$ cat src/rtl/avdv_pkg.sv
`timescale 1ns / 1ps

package avdv_pkg;

    // Field and register widths
    localparam int ADC_W     = 16;
    localparam int SUM_W     = 24;
    localparam int CNT_W     = 8;
    localparam int MV_W      = 17;
    localparam int OHM_W     = 24;
    localparam int SRC_W     = 20;
    localparam int CHG_W     = 16;
    localparam int CFG_W     = 24;
    localparam int CFG_IDX_W = 3;

    // Shared divider sizing
    localparam int DIV_NUM_W = 41;
    localparam int DIV_DEN_W = 25;
    localparam int DIV_CNT_W = 6;

    // Register indexes
    localparam logic [CFG_IDX_W-1:0] CFG_MIN_MV       = 3'd0;
    localparam logic [CFG_IDX_W-1:0] CFG_MAX_MV       = 3'd1;
    localparam logic [CFG_IDX_W-1:0] CFG_UPPER_OHMS   = 3'd2;
    localparam logic [CFG_IDX_W-1:0] CFG_LOWER_OHMS   = 3'd3;
    localparam logic [CFG_IDX_W-1:0] CFG_SAMPLE_COUNT = 3'd4;

    // Register reset values
    localparam logic [MV_W-1:0]  MIN_MV_RST       = 17'd3000;
    localparam logic [MV_W-1:0]  MAX_MV_RST       = 17'd4200;
    localparam logic [OHM_W-1:0] UPPER_OHMS_RST   = 24'd100000;
    localparam logic [OHM_W-1:0] LOWER_OHMS_RST   = 24'd100000;
    localparam logic [CNT_W-1:0] SAMPLE_COUNT_RST = 8'd1;

    localparam logic [SRC_W-1:0] SRC_LIMIT   = 20'hFFFFF;
    localparam logic [CHG_W-1:0] CHARGE_FULL = 16'hFFFF;

    // Divider request and status
    typedef struct packed {
        logic                 start;
        logic [DIV_CNT_W-1:0] bits;
    } div_req_t;

    typedef struct packed {
        logic busy;
        logic done;
    } div_sts_t;

endpackage

$ cat src/rtl/averaged_divider_voltmeter_top.sv
`timescale 1ns / 1ps

// Divider voltmeter: takes tap readings in millivolts, averages sample_count of them
// (or maps one at once when direct is set) and reports the source voltage, saturated
// to 20 bits, with a 16-bit charge that is 0 at or below min_mv and 0xFFFF at or above
// max_mv. A sample that only adds to the running sum leaves the input ready; one
// that triggers an update keeps the input not ready until its result is moved into the
// output register: one shared bit-serial divider runs up to four divisions in turn
// (average 24 steps, divider top 41, source voltage 41, charge 33); the result then
// sits in an output register while the next request is taken.
module averaged_divider_voltmeter_top (
    input  logic                                  aclk,
    input  logic                                  aresetn,
    input  logic                                  cfg_wr_en,
    input  logic [avdv_pkg::CFG_IDX_W-1:0]        cfg_index,
    input  logic [avdv_pkg::CFG_W-1:0]            cfg_wdata,
    input  logic                                  s_valid,
    output logic                                  s_ready,
    input  logic [avdv_pkg::ADC_W-1:0]            s_adc_mv,
    input  logic                                  s_direct,
    output logic                                  m_valid,
    input  logic                                  m_ready,
    output logic [avdv_pkg::SRC_W-1:0]            m_source_mv,
    output logic [avdv_pkg::CHG_W-1:0]            m_charge
);

    localparam int ADC_W = avdv_pkg::ADC_W;
    localparam int SUM_W = avdv_pkg::SUM_W;
    localparam int CNT_W = avdv_pkg::CNT_W;
    localparam int MV_W  = avdv_pkg::MV_W;
    localparam int OHM_W = avdv_pkg::OHM_W;
    localparam int SRC_W = avdv_pkg::SRC_W;
    localparam int CHG_W = avdv_pkg::CHG_W;
    localparam int NUM_W = avdv_pkg::DIV_NUM_W;
    localparam int DEN_W = avdv_pkg::DIV_DEN_W;
    localparam int DCN_W = avdv_pkg::DIV_CNT_W;
    localparam int MUL_W = 24;

    localparam logic [3:0] S_IDLE    = 4'd0;
    localparam logic [3:0] S_AVG_DIV = 4'd1;
    localparam logic [3:0] S_TOP_MUL = 4'd2;
    localparam logic [3:0] S_TOP_DIV = 4'd3;
    localparam logic [3:0] S_MAP_MUL = 4'd4;
    localparam logic [3:0] S_MAP_DIV = 4'd5;
    localparam logic [3:0] S_CHG_CHK = 4'd6;
    localparam logic [3:0] S_CHG_DIV = 4'd7;
    localparam logic [3:0] S_OUT     = 4'd8;

    // Configuration registers
    logic [MV_W-1:0]  min_mv_reg;
    logic [MV_W-1:0]  max_mv_reg;
    logic [OHM_W-1:0] upper_ohms_reg;
    logic [OHM_W-1:0] lower_ohms_reg;
    logic [CNT_W-1:0] sample_count_reg;

    // Sequencer and datapath
    logic [3:0]       state_reg, state_next;
    logic             div_start_reg, div_start_next;
    logic [SUM_W-1:0] sum_reg, sum_next;
    logic [CNT_W-1:0] idx_reg, idx_next;
    logic [SUM_W-1:0] avg_reg, avg_next;
    logic [NUM_W-1:0] prod_reg, prod_next;
    logic [OHM_W:0]   rsum_reg, rsum_next;
    logic [MV_W-1:0]  divtop_reg, divtop_next;
    logic             span_neg_reg, span_neg_next;
    logic [SRC_W-1:0] volt_reg, volt_next;
    logic [CHG_W-1:0] charge_reg, charge_next;
    logic             m_valid_reg, m_valid_next;
    logic [SRC_W-1:0] m_source_mv_reg, m_source_mv_next;
    logic [CHG_W-1:0] m_charge_reg, m_charge_next;

    logic [CNT_W-1:0]   count_eff;
    logic [SUM_W-1:0]   sum_add;
    logic [CNT_W-1:0]   idx_add;
    logic [OHM_W:0]     rsum_now;
    logic [MV_W:0]      span_s;
    logic [MV_W-1:0]    span_mag;
    logic [MV_W-1:0]    chg_den;
    logic [SRC_W-1:0]   volt_off;
    logic [NUM_W:0]     pos_sum;
    logic [MUL_W-1:0]   mul_a, mul_b;
    logic [2*MUL_W-1:0] mul_p;

    avdv_pkg::div_req_t        div_req;
    avdv_pkg::div_sts_t        div_sts;
    logic [NUM_W-1:0]          div_numer;
    logic [DEN_W-1:0]          div_denom;
    logic [NUM_W-1:0]          div_quot;

    // Write configuration
    always_ff @(posedge aclk) begin
        if (!aresetn) begin
            min_mv_reg       <= avdv_pkg::MIN_MV_RST;
            max_mv_reg       <= avdv_pkg::MAX_MV_RST;
            upper_ohms_reg   <= avdv_pkg::UPPER_OHMS_RST;
            lower_ohms_reg   <= avdv_pkg::LOWER_OHMS_RST;
            sample_count_reg <= avdv_pkg::SAMPLE_COUNT_RST;
        end else if (cfg_wr_en) begin
            unique case (cfg_index)
                avdv_pkg::CFG_MIN_MV:       min_mv_reg       <= cfg_wdata[MV_W-1:0];
                avdv_pkg::CFG_MAX_MV:       max_mv_reg       <= cfg_wdata[MV_W-1:0];
                avdv_pkg::CFG_UPPER_OHMS:   upper_ohms_reg   <= cfg_wdata[OHM_W-1:0];
                avdv_pkg::CFG_LOWER_OHMS:   lower_ohms_reg   <= cfg_wdata[OHM_W-1:0];
                avdv_pkg::CFG_SAMPLE_COUNT: sample_count_reg <= cfg_wdata[CNT_W-1:0];
                default: ;
            endcase
        end
    end

    // Shared divider
    avdv_div u_div (
        .aclk    (aclk),
        .aresetn (aresetn),
        .div_req (div_req),
        .numer   (div_numer),
        .denom   (div_denom),
        .div_sts (div_sts),
        .quot    (div_quot)
    );

    // Helper arithmetic
    always_comb begin
        count_eff = (sample_count_reg == '0) ? CNT_W'(1) : sample_count_reg;
        sum_add   = sum_reg + SUM_W'(s_adc_mv);
        idx_add   = idx_reg + CNT_W'(1);
        rsum_now  = {1'b0, upper_ohms_reg} + {1'b0, lower_ohms_reg};
        span_s    = {1'b0, max_mv_reg} - {1'b0, min_mv_reg};
        span_mag  = span_s[MV_W] ? MV_W'(-span_s) : span_s[MV_W-1:0];
        chg_den   = max_mv_reg - min_mv_reg;
        volt_off  = volt_reg - SRC_W'(min_mv_reg);
        pos_sum   = (NUM_W+1)'(min_mv_reg) + {1'b0, div_quot};
    end

    // Share one multiplier across the mapping steps
    always_comb begin
        unique case (state_reg)
            S_TOP_MUL: begin
                mul_a = MUL_W'(max_mv_reg);
                mul_b = lower_ohms_reg;
            end
            S_MAP_MUL: begin
                mul_a = MUL_W'(span_mag);
                mul_b = avg_reg;
            end
            S_CHG_CHK: begin
                mul_a = MUL_W'(volt_off[MV_W-1:0]);
                mul_b = MUL_W'(avdv_pkg::CHARGE_FULL);
            end
            default: begin
                mul_a = '0;
                mul_b = '0;
            end
        endcase
        mul_p = mul_a * mul_b;
    end

    // Select divider operands by step
    always_comb begin
        div_req.start = div_start_reg;
        unique case (state_reg)
            S_AVG_DIV: begin
                div_req.bits = DCN_W'(SUM_W);
                div_numer    = {avg_reg, {(NUM_W-SUM_W){1'b0}}};
                div_denom    = DEN_W'(count_eff);
            end
            S_TOP_DIV: begin
                div_req.bits = DCN_W'(NUM_W);
                div_numer    = prod_reg;
                div_denom    = rsum_reg;
            end
            S_MAP_DIV: begin
                div_req.bits = DCN_W'(NUM_W);
                div_numer    = prod_reg;
                div_denom    = DEN_W'(divtop_reg);
            end
            S_CHG_DIV: begin
                div_req.bits = DCN_W'(MV_W + CHG_W);
                div_numer    = {prod_reg[MV_W+CHG_W-1:0], {(NUM_W-MV_W-CHG_W){1'b0}}};
                div_denom    = DEN_W'(chg_den);
            end
            default: begin
                div_req.bits = DCN_W'(1);
                div_numer    = '0;
                div_denom    = DEN_W'(1);
            end
        endcase
    end

    assign s_ready = (state_reg == S_IDLE);

    // Sequence one update
    always_comb begin
        state_next       = state_reg;
        div_start_next   = 1'b0;
        sum_next         = sum_reg;
        idx_next         = idx_reg;
        avg_next         = avg_reg;
        prod_next        = prod_reg;
        rsum_next        = rsum_reg;
        divtop_next      = divtop_reg;
        span_neg_next    = span_neg_reg;
        volt_next        = volt_reg;
        charge_next      = charge_reg;
        m_valid_next     = m_valid_reg;
        m_source_mv_next = m_source_mv_reg;
        m_charge_next    = m_charge_reg;

        // Drop the result once taken
        if (m_valid_reg && m_ready) begin
            m_valid_next = 1'b0;
        end

        unique case (state_reg)
            S_IDLE: begin
                if (s_valid) begin
                    if (s_direct) begin
                        avg_next   = SUM_W'(s_adc_mv);
                        state_next = S_TOP_MUL;
                    end else if (idx_add < count_eff) begin
                        sum_next = sum_add;
                        idx_next = idx_add;
                    end else begin
                        avg_next       = sum_add;
                        sum_next       = '0;
                        idx_next       = '0;
                        div_start_next = 1'b1;
                        state_next     = S_AVG_DIV;
                    end
                end
            end
            S_AVG_DIV: begin
                if (div_sts.done) begin
                    avg_next   = div_quot[SUM_W-1:0];
                    state_next = S_TOP_MUL;
                end
            end
            S_TOP_MUL: begin
                prod_next = mul_p[NUM_W-1:0];
                rsum_next = rsum_now;
                if (rsum_now == '0) begin
                    volt_next  = SRC_W'(max_mv_reg);
                    state_next = S_CHG_CHK;
                end else begin
                    div_start_next = 1'b1;
                    state_next     = S_TOP_DIV;
                end
            end
            S_TOP_DIV: begin
                if (div_sts.done) begin
                    divtop_next = div_quot[MV_W-1:0];
                    if (div_quot[MV_W-1:0] == '0) begin
                        volt_next  = SRC_W'(max_mv_reg);
                        state_next = S_CHG_CHK;
                    end else begin
                        state_next = S_MAP_MUL;
                    end
                end
            end
            S_MAP_MUL: begin
                prod_next      = mul_p[NUM_W-1:0];
                span_neg_next  = span_s[MV_W];
                div_start_next = 1'b1;
                state_next     = S_MAP_DIV;
            end
            S_MAP_DIV: begin
                // Apply the offset and saturate
                if (div_sts.done) begin
                    if (span_neg_reg) begin
                        if (div_quot > NUM_W'(min_mv_reg)) begin
                            volt_next = '0;
                        end else begin
                            volt_next = SRC_W'(min_mv_reg - div_quot[MV_W-1:0]);
                        end
                    end else if (pos_sum > (NUM_W+1)'(avdv_pkg::SRC_LIMIT)) begin
                        volt_next = avdv_pkg::SRC_LIMIT;
                    end else begin
                        volt_next = pos_sum[SRC_W-1:0];
                    end
                    state_next = S_CHG_CHK;
                end
            end
            S_CHG_CHK: begin
                if (volt_reg <= SRC_W'(min_mv_reg)) begin
                    charge_next = '0;
                    state_next  = S_OUT;
                end else if (volt_reg >= SRC_W'(max_mv_reg)) begin
                    charge_next = avdv_pkg::CHARGE_FULL;
                    state_next  = S_OUT;
                end else begin
                    prod_next      = mul_p[NUM_W-1:0];
                    div_start_next = 1'b1;
                    state_next     = S_CHG_DIV;
                end
            end
            S_CHG_DIV: begin
                if (div_sts.done) begin
                    charge_next = div_quot[CHG_W-1:0];
                    state_next  = S_OUT;
                end
            end
            S_OUT: begin
                // Hold until the output register is free
                if (!m_valid_reg || m_ready) begin
                    m_valid_next     = 1'b1;
                    m_source_mv_next = volt_reg;
                    m_charge_next    = charge_reg;
                    state_next       = S_IDLE;
                end
            end
            default: begin
                state_next = S_IDLE;
            end
        endcase
    end

    // Control state
    always_ff @(posedge aclk) begin
        if (!aresetn) begin
            state_reg     <= S_IDLE;
            div_start_reg <= 1'b0;
            sum_reg       <= '0;
            idx_reg       <= '0;
            m_valid_reg   <= 1'b0;
        end else begin
            state_reg     <= state_next;
            div_start_reg <= div_start_next;
            sum_reg       <= sum_next;
            idx_reg       <= idx_next;
            m_valid_reg   <= m_valid_next;
        end
    end

    // Datapath
    always_ff @(posedge aclk) begin
        avg_reg         <= avg_next;
        prod_reg        <= prod_next;
        rsum_reg        <= rsum_next;
        divtop_reg      <= divtop_next;
        span_neg_reg    <= span_neg_next;
        volt_reg        <= volt_next;
        charge_reg      <= charge_next;
        m_source_mv_reg <= m_source_mv_next;
        m_charge_reg    <= m_charge_next;
    end

    assign m_valid     = m_valid_reg;
    assign m_source_mv = m_source_mv_reg;
    assign m_charge    = m_charge_reg;

    // The divider is never restarted while it runs
    a_start_idle: assert property (@(posedge aclk) disable iff (!aresetn)
        div_start_reg |-> !div_sts.busy)
        else $error("divider restarted while busy");

    // A finished division lands only in a divide step
    a_done_state: assert property (@(posedge aclk) disable iff (!aresetn)
        div_sts.done |-> (state_reg == S_AVG_DIV || state_reg == S_TOP_DIV ||
                          state_reg == S_MAP_DIV || state_reg == S_CHG_DIV))
        else $error("division finished outside a divide step");

    // A direct request always starts a mapping
    a_direct_maps: assert property (@(posedge aclk) disable iff (!aresetn)
        (s_valid && s_ready && s_direct) |=> (state_reg == S_TOP_MUL))
        else $error("direct request did not start a mapping");

    // Zero volts always reports empty
    a_zero_empty: assert property (@(posedge aclk) disable iff (!aresetn)
        (m_valid_reg && m_source_mv_reg == '0) |-> (m_charge_reg == '0))
        else $error("charge nonzero at zero volts");

endmodule

$ cat src/rtl/avdv_div.sv
`timescale 1ns / 1ps

module avdv_div (
    input  logic                               aclk,
    input  logic                               aresetn,
    input  avdv_pkg::div_req_t                 div_req,
    input  logic [avdv_pkg::DIV_NUM_W-1:0]     numer,
    input  logic [avdv_pkg::DIV_DEN_W-1:0]     denom,
    output avdv_pkg::div_sts_t                 div_sts,
    output logic [avdv_pkg::DIV_NUM_W-1:0]     quot
);

    localparam int NUM_W = avdv_pkg::DIV_NUM_W;
    localparam int DEN_W = avdv_pkg::DIV_DEN_W;
    localparam int CNT_W = avdv_pkg::DIV_CNT_W;

    logic             busy_reg, busy_next;
    logic             done_reg, done_next;
    logic [CNT_W-1:0] cnt_reg, cnt_next;
    logic [NUM_W-1:0] q_reg, q_next;
    logic [DEN_W-1:0] rem_reg, rem_next;
    logic [DEN_W-1:0] den_reg, den_next;
    logic [DEN_W:0]   shifted;
    logic [DEN_W:0]   diff;

    // One restoring step per cycle: quotient bits shift in from the right
    always_comb begin
        shifted   = {rem_reg, q_reg[NUM_W-1]};
        diff      = shifted - {1'b0, den_reg};
        busy_next = busy_reg;
        done_next = 1'b0;
        cnt_next  = cnt_reg;
        q_next    = q_reg;
        rem_next  = rem_reg;
        den_next  = den_reg;
        if (div_req.start) begin
            busy_next = 1'b1;
            cnt_next  = div_req.bits;
            q_next    = numer;
            rem_next  = '0;
            den_next  = denom;
        end else if (busy_reg) begin
            if (shifted >= {1'b0, den_reg}) begin
                rem_next = diff[DEN_W-1:0];
                q_next   = {q_reg[NUM_W-2:0], 1'b1};
            end else begin
                rem_next = shifted[DEN_W-1:0];
                q_next   = {q_reg[NUM_W-2:0], 1'b0};
            end
            cnt_next = cnt_reg - CNT_W'(1);
            if (cnt_reg == CNT_W'(1)) begin
                busy_next = 1'b0;
                done_next = 1'b1;
            end
        end
    end

    // Control state
    always_ff @(posedge aclk) begin
        if (!aresetn) begin
            busy_reg <= 1'b0;
            done_reg <= 1'b0;
            cnt_reg  <= '0;
        end else begin
            busy_reg <= busy_next;
            done_reg <= done_next;
            cnt_reg  <= cnt_next;
        end
    end

    // Datapath
    always_ff @(posedge aclk) begin
        q_reg   <= q_next;
        rem_reg <= rem_next;
        den_reg <= den_next;
    end

    assign div_sts.busy = busy_reg;
    assign div_sts.done = done_reg;
    assign quot         = q_reg;

endmodule
$ cat config.mk
export PLATFORM = sky130hd
export DESIGN_NAME = averaged_divider_voltmeter_top
export DESIGN_NICKNAME = d
export VERILOG_FILES = /design/src/rtl/avdv_pkg.sv /design/src/rtl/averaged_divider_voltmeter_top.sv /design/src/rtl/avdv_div.sv
export SDC_FILE = /design/constraint.sdc
export NUM_CORES = 2
export LEC_CHECK = 0
export BUFFER_PORTS_ARGS = -buffer_cell sky130_fd_sc_hd__buf_2
export CELL_PAD_IN_SITES_DETAIL_PLACEMENT = 0
export CELL_PAD_IN_SITES_GLOBAL_PLACEMENT = 1
export CORE_ASPECT_RATIO = 1.25
export CORE_UTILIZATION = 34
export CTS_BUF_LIST = sky130_fd_sc_hd__clkbuf_8
export CTS_CLUSTER_DIAMETER = 100
export DETAILED_ROUTE_END_ITERATION = 7
export PLACE_DENSITY = 0.67
export SETUP_SLACK_MARGIN = 0.02
export SYNTH_ARGS = -nofsm -noshare
export SYNTH_HDL_FRONTEND = slang
export SYNTH_SLANG_ARGS = --single-unit
$ cat constraint.sdc
create_clock -name aclk -period 12.6 [get_ports aclk]
set_clock_uncertainty 0.05 [all_clocks]
set_input_delay 0.63 -clock aclk [delete_from_list [all_inputs] [get_ports aclk]]
set_output_delay 0.63 -clock aclk [all_outputs]
set_load 0.1 [all_outputs]
-- Word level (Yosys, flattened, before mapping)
Cells that the tools add are included.
- equality and inequality tests: 25
- $lt $le $gt $ge: 6
- bitwise operators: 3
- multipliers: 1
- add/subtract/negate cells: 11
- multiplexer cells: 62
- reductions and logical operators: 29
- operators with widths (operator ; number):
    41-bit two-way mux ; 4
    20-bit two-way mux ; 7
    41-bit case mux with 3 select lines ; 1
    24-bit two-way mux ; 5
    25-bit case mux with 4 select lines ; 1
    41-bit case mux with 2 select lines ; 1
    24-bit case mux with 3 select lines ; 1
    20-bit case mux with 3 select lines ; 1
    17-bit case mux with 3 select lines ; 1
    16-bit two-way mux ; 3
    24-bit case mux with 2 select lines ; 1
    17-bit by 41-bit adder with 42-bit output ; 1
    42-bit by 20-bit greater-than comparator with 1-bit output (second input constant) ; 1
    41-bit by 17-bit greater-than comparator with 1-bit output ; 1
    24-bit by 24-bit multiplier with 41-bit output ; 1
    4-bit two-way mux ; 10
    4-bit case mux with 9 select lines ; 1
    17-bit by 17-bit subtractor with 18-bit output ; 2
    17-bit subtractor ; 2
    16-bit case mux with 2 select lines ; 1
    26-bit by 25-bit >= comparator with 1-bit output ; 1
    24-bit by 24-bit adder with 25-bit output ; 1
    25-bit logical NOT ; 1
    25-bit two-way mux ; 1
    other kinds (44) ; 87
- output and inout port bits: 38
- logic and storage cells: 162
- register bits: 407
- input port bits: 49

-- Depth between registers and ports, before layout
- depth in word-level cells: 8
- gate-level depth with buffers: 38
- gate-level depth less buffers: 36

-- By module
A second synthesis with hierarchy kept.
- cells, all modules: 4527
- area total of the unflattened synthesis: 39834.5 µm²
- by module, submodules not included (module ; cells an instance ; instances ; area an instance (µm²) ; seq. area each (µm²)):
    averaged_divider_voltmeter_top ; 4004 ; 1 ; 34340.4 ; 7967.6
    avdv_div ; 523 ; 1 ; 5494.0 ; 2642.5

-- Worst setup path before layout
Ideal clock, no wire load.
- path kind: reg-to-reg
- from: register min_mv_reg[2]
- to: register prod_reg[36], data pin
- slack: 3591 ps
- arrival time: 8701 ps
- library setup time: 258 ps
- buffers on the path: 1
- required time: 12292 ps
- cell stages (with the launch flop): 33
- clock period less this slack: 9009 ps
- cells stage by stage: dfxtp_1 inv_1 ha_1 nor2b_1 o31a_1 o21a_1 or3_1 a2111o_1 nor4_2 a41oi_1 xnor2_1 a222oi_1 buf_2 nand2b_1 fa_1 fa_1 inv_1 fa_1 fa_1 fa_1 inv_1 fa_1 inv_1 ha_1 and3_1 a311o_1 nor2_1 o211ai_1 nor3_1 nor4b_1 or3_1 a31oi_1 xnor2_1
- word-level cells in the longest chain between the ends: 8
- elaborated cells between the ends (all ways): 9
- classes of those cells: 3 x add/sub; 1 x mul; 5 x mux
- RTL lines (what ; RTL line ; source):
    start, declared ; averaged_divider_voltmeter_top.sv:50 ; logic [MV_W-1:0] min_mv_reg;
    start signal, assigned ; averaged_divider_voltmeter_top.sv:93 ; min_mv_reg <= avdv_pkg::MIN_MV_RST;
    start signal, assigned ; averaged_divider_voltmeter_top.sv:100 ; avdv_pkg::CFG_MIN_MV: min_mv_reg <= cfg_wdata[MV_W-1:0];
    17-bit by 17-bit subtractor with 18-bit output ; averaged_divider_voltmeter_top.sv:127 ; span_s = {1'b0, max_mv_reg} - {1'b0, min_mv_reg};
    17-bit negator ; averaged_divider_voltmeter_top.sv:128 ; span_mag = span_s[MV_W] ? MV_W'(-span_s) : span_s[MV_W-1:0];
    17-bit two-way mux ; averaged_divider_voltmeter_top.sv:128 ;
    17-bit case mux with 3 select lines * ; averaged_divider_voltmeter_top.sv:136 ; unique case (state_reg)
    24-bit by 24-bit multiplier with 41-bit output * ; averaged_divider_voltmeter_top.sv:154 ; mul_p = mul_a * mul_b;
    named net mul_p[36] ; averaged_divider_voltmeter_top.sv:82 ; logic [2*MUL_W-1:0] mul_p;
    41-bit two-way mux ; averaged_divider_voltmeter_top.sv:286 ; end else if (volt_reg >= SRC_W'(max_mv_reg)) begin
    41-bit two-way mux ; averaged_divider_voltmeter_top.sv:283 ; if (volt_reg <= SRC_W'(min_mv_reg)) begin
    41-bit case mux with 2 select lines * ; averaged_divider_voltmeter_top.sv:213 ; unique case (state_reg)
    end signal, assigned ; averaged_divider_voltmeter_top.sv:336 ; prod_reg <= prod_next;
    end, declared ; averaged_divider_voltmeter_top.sv:62 ; logic [NUM_W-1:0] prod_reg, prod_next;
Mark *: on every way through the listed nets, which the timed path passes. The rest lies on a longest branch. The select of a mux whose other input is x is not followed.
A chain may end at the register's enable or synchronous reset.

-- Final worst setup path
- from: register max_mv_reg[0]
- to: register prod_reg[39], data pin
- word-level cells in the longest chain between the ends: 8
- RTL lines (what ; RTL line ; source):
    start, declared ; averaged_divider_voltmeter_top.sv:51 ; logic [MV_W-1:0] max_mv_reg;
    start signal, assigned ; averaged_divider_voltmeter_top.sv:94 ; max_mv_reg <= avdv_pkg::MAX_MV_RST;
    start signal, assigned ; averaged_divider_voltmeter_top.sv:101 ; avdv_pkg::CFG_MAX_MV: max_mv_reg <= cfg_wdata[MV_W-1:0];
    17-bit by 17-bit subtractor with 18-bit output ; averaged_divider_voltmeter_top.sv:127 ;
    17-bit negator ; averaged_divider_voltmeter_top.sv:128 ;
    17-bit two-way mux ; averaged_divider_voltmeter_top.sv:128 ;
    17-bit case mux with 3 select lines * ; averaged_divider_voltmeter_top.sv:136 ;
    24-bit by 24-bit multiplier with 41-bit output * ; averaged_divider_voltmeter_top.sv:154 ;
    named net mul_p[39] ; averaged_divider_voltmeter_top.sv:82 ;
    41-bit two-way mux ; averaged_divider_voltmeter_top.sv:286 ;
    41-bit two-way mux ; averaged_divider_voltmeter_top.sv:283 ;
    41-bit case mux with 2 select lines * ; averaged_divider_voltmeter_top.sv:213 ;
Marked as above.

==> run metrics <==
outcome finished clean; Hold Violations, Final 0; total track usage 24.3%; RSZ-0062 raised after global routing no; global-route wire length before repair 215000 µm; Slew HR 17.8%; commonest non-fill, non-tap cells in the layout 668 x nand2_1, 594 x inv_1, 336 x fa_1, 294 x ha_1, 246 x edfxtp_1; DR DRC count 0; Pre-antenna DRT Iters 5; Final Net Count 5209; Die Span X 307 µm; Overflow after GRT 0; global placer's final weighted congestion 0.996; pwr dens 153 nW/µm²; die area 118000 µm²; Buf/Inv on CP 4; TritonCTS clock tree yes; Layout area overhead 8.89%; CTS root buffer clkbuf_8; Worst IR Drop VDD 70.0 µV; # rows 139; Synth Area in Compound Gates 17.4%; most common cell after layout, fill and taps aside nand2_1; Via Count 33500; wire per inst 23.3 µm; Tcrit/Tclk final 85.1%; Vias per Instance 5.45; #FFs+latches synth 407; max incr delay on CP 770 ps; largest family of logic cells by synthesized area adder cells; largest cells by area after synthesis edfxtp_1 19%, fa_1 17%, ha_1 9.3%; CTS Buffer Depth 3; largest net degree at the start of global routing 78; antenna violations before repair 6; top-area cell type share of the netlist area 18.6%; Initial Util 34.4%; total number of H-tree levels 3; number of DRC markers in iteration 0 2427; crit path DAT 11210 ps; postcts setup bufs 0; MaxCap Viol Count 0; CP Class flip-flop to flip-flop; die height 384 µm; clk sinks 407; post-route ant nets 0; Ys Warns 0; Post-Synthesis Cells 4529; PortBufs 86; Total Wirelength 143000 µm; Startpoint Class flip-flop; Hold Crit Class input port to flip-flop; Slew @ Worst Pin 1230 ps; ys async rst share 0%; Yosys top cell by area edfxtp_1; dpl hpwl 115000 µm; total power 6.60 mW; final setup fails 0; adder-cell share of the synthesized area 26.3%; vias in the first global route 33900; ratio of cells with drive above 1 in the final layout 7.46%; CTS clock-pin slew for the worst setup and hold paths 70 ps; Post-Syn Nets 5208; area of the core 115000 µm²; critical path's slowest cell a211oi_1; TNS Setup 0 ps; simple-gate share of the synthesized area 16.8%; IO Pins 87; CP endpoint kind flip-flop; EDFF count, synth 246; Leak 18.5 nW; post-synth cell types 96; CP max FO 25; clock latency on the worst-skew pair 790 ps; Seq/Total Area, Yosys 26.8%; mapped cell area 39600 µm²; Pins Over Slew Limit 0; Critical Path RT 13090 ps; mux contribution to synthesized area 1.60%; Max Freq 93.3 MHz; syn_area_per_cell 8.75 µm²; crit-path most repeated cell fa_1; Worst path top cell family by delay compound AO/OA/AOI/OAI gates; min cycle time layout 10720 ps; ys flop type edfxtp_1; PostCTS Resize Cnt 0; Synth Area in XOR/XNOR 3.23%; Num CTS Buffers 70
final timing paths:
path / endpoint / cells past startpoint / start / slack, ps
max: prod_reg[39] / 31 / max_mv_reg[0] / 1880
min: upper_ohms_reg[20] / 3 / cfg_wdata[20] / 70
min reg2reg: m_charge[2] / 0 / charge_reg[2] / 360
max reg2reg: prod_reg[39] / 31 / max_mv_reg[0] / 1880
what timing repair did:
action	CTS	global route
setup endpoints to repair	0	0
hold endpoints to repair	4	0
hold buffers	3	0
logic make-up after synthesis:
family | after synthesis
AO/OA/AOI/OAI | 1028
XOR/XNOR | 146
adder cells (fa/ha/maj) | 630
buffers and inverters | 813
flip-flops | 407
multiplexers | 52
AND/OR/NAND/NOR | 1453
report_power, final:
group          switching, mW  internal (mW)  total, mW
sequential             0.384           1.81       2.19
clock                  0.633          0.607       1.24
combinational           2.14           1.02       3.17
routing by layer:
layer / wire length (µm) / global-route usage [%]
met1: 56300 / 28.2
met3: 6170 / 2.74
met4: 8900 / 13.4
met5: 13 / 0
met2: 71800 / 43.4
worst min-delay path, cell delays in order:
cell and delay [ps]:
buf_2 110, nand2_1 50, a21boi_0 60
cell type report:
| type | instances | area (µm²) |
|---|---|---|
| Clock inverter | 52 | 322 |
| Antenna cell | 2 | 5.00 |
| Multi-Input combinational cell | 3309 | 26000 |
| Clock buffer | 76 | 1050 |
| Timing Repair Buffer | 161 | 1000 |
| Sequential cell | 407 | 10600 |
| Fill cell | 12000 | 72000 |
| Inverter | 581 | 2180 |
| Tap cell | 1551 | 1940 |
metrics by stage:
stage               hold WS, ps  instance area [µm²]  utilization (%)  setup WS (ps)  instances
finish                     65.7                43100             37.5           1880       6139
global route               45.0                43100             37.5           1100       6138
CTS                        1.84                43100             37.5           1910       6137
detailed placement          355                41700             36.2           1870       6006
global placement            351                41700             36.2           2030       6006
floorplan                   350                39600                -           3590       4529
cell usage after synthesis, types with 20 or more instances:
cell        n
a22oi_1    22
buf_2      26
inv_1     578
a211oi_1   37
mux2i_1    25
a21o_1     92
a31oi_1    21
nand2b_1   51
xnor2_1    98
fa_1      336
o21ai_0   184
ha_1      294
o21a_1     39
dfxtp_1   161
or3_1      22
clkbuf_1  188
xor2_1     48
nor2b_1    38
a21oi_1   230
nand3_1   116
edfxtp_1  246
nand4_1    58
nor2_1    237
a21boi_0   79
and2_1     67
o211ai_1   72
mux2_2     20
nor3_1     91
nor4_1     27
and3_1     31
a311oi_1   32
o22ai_1    32
nand2_1   669
(Power assumes the default switching activity.)
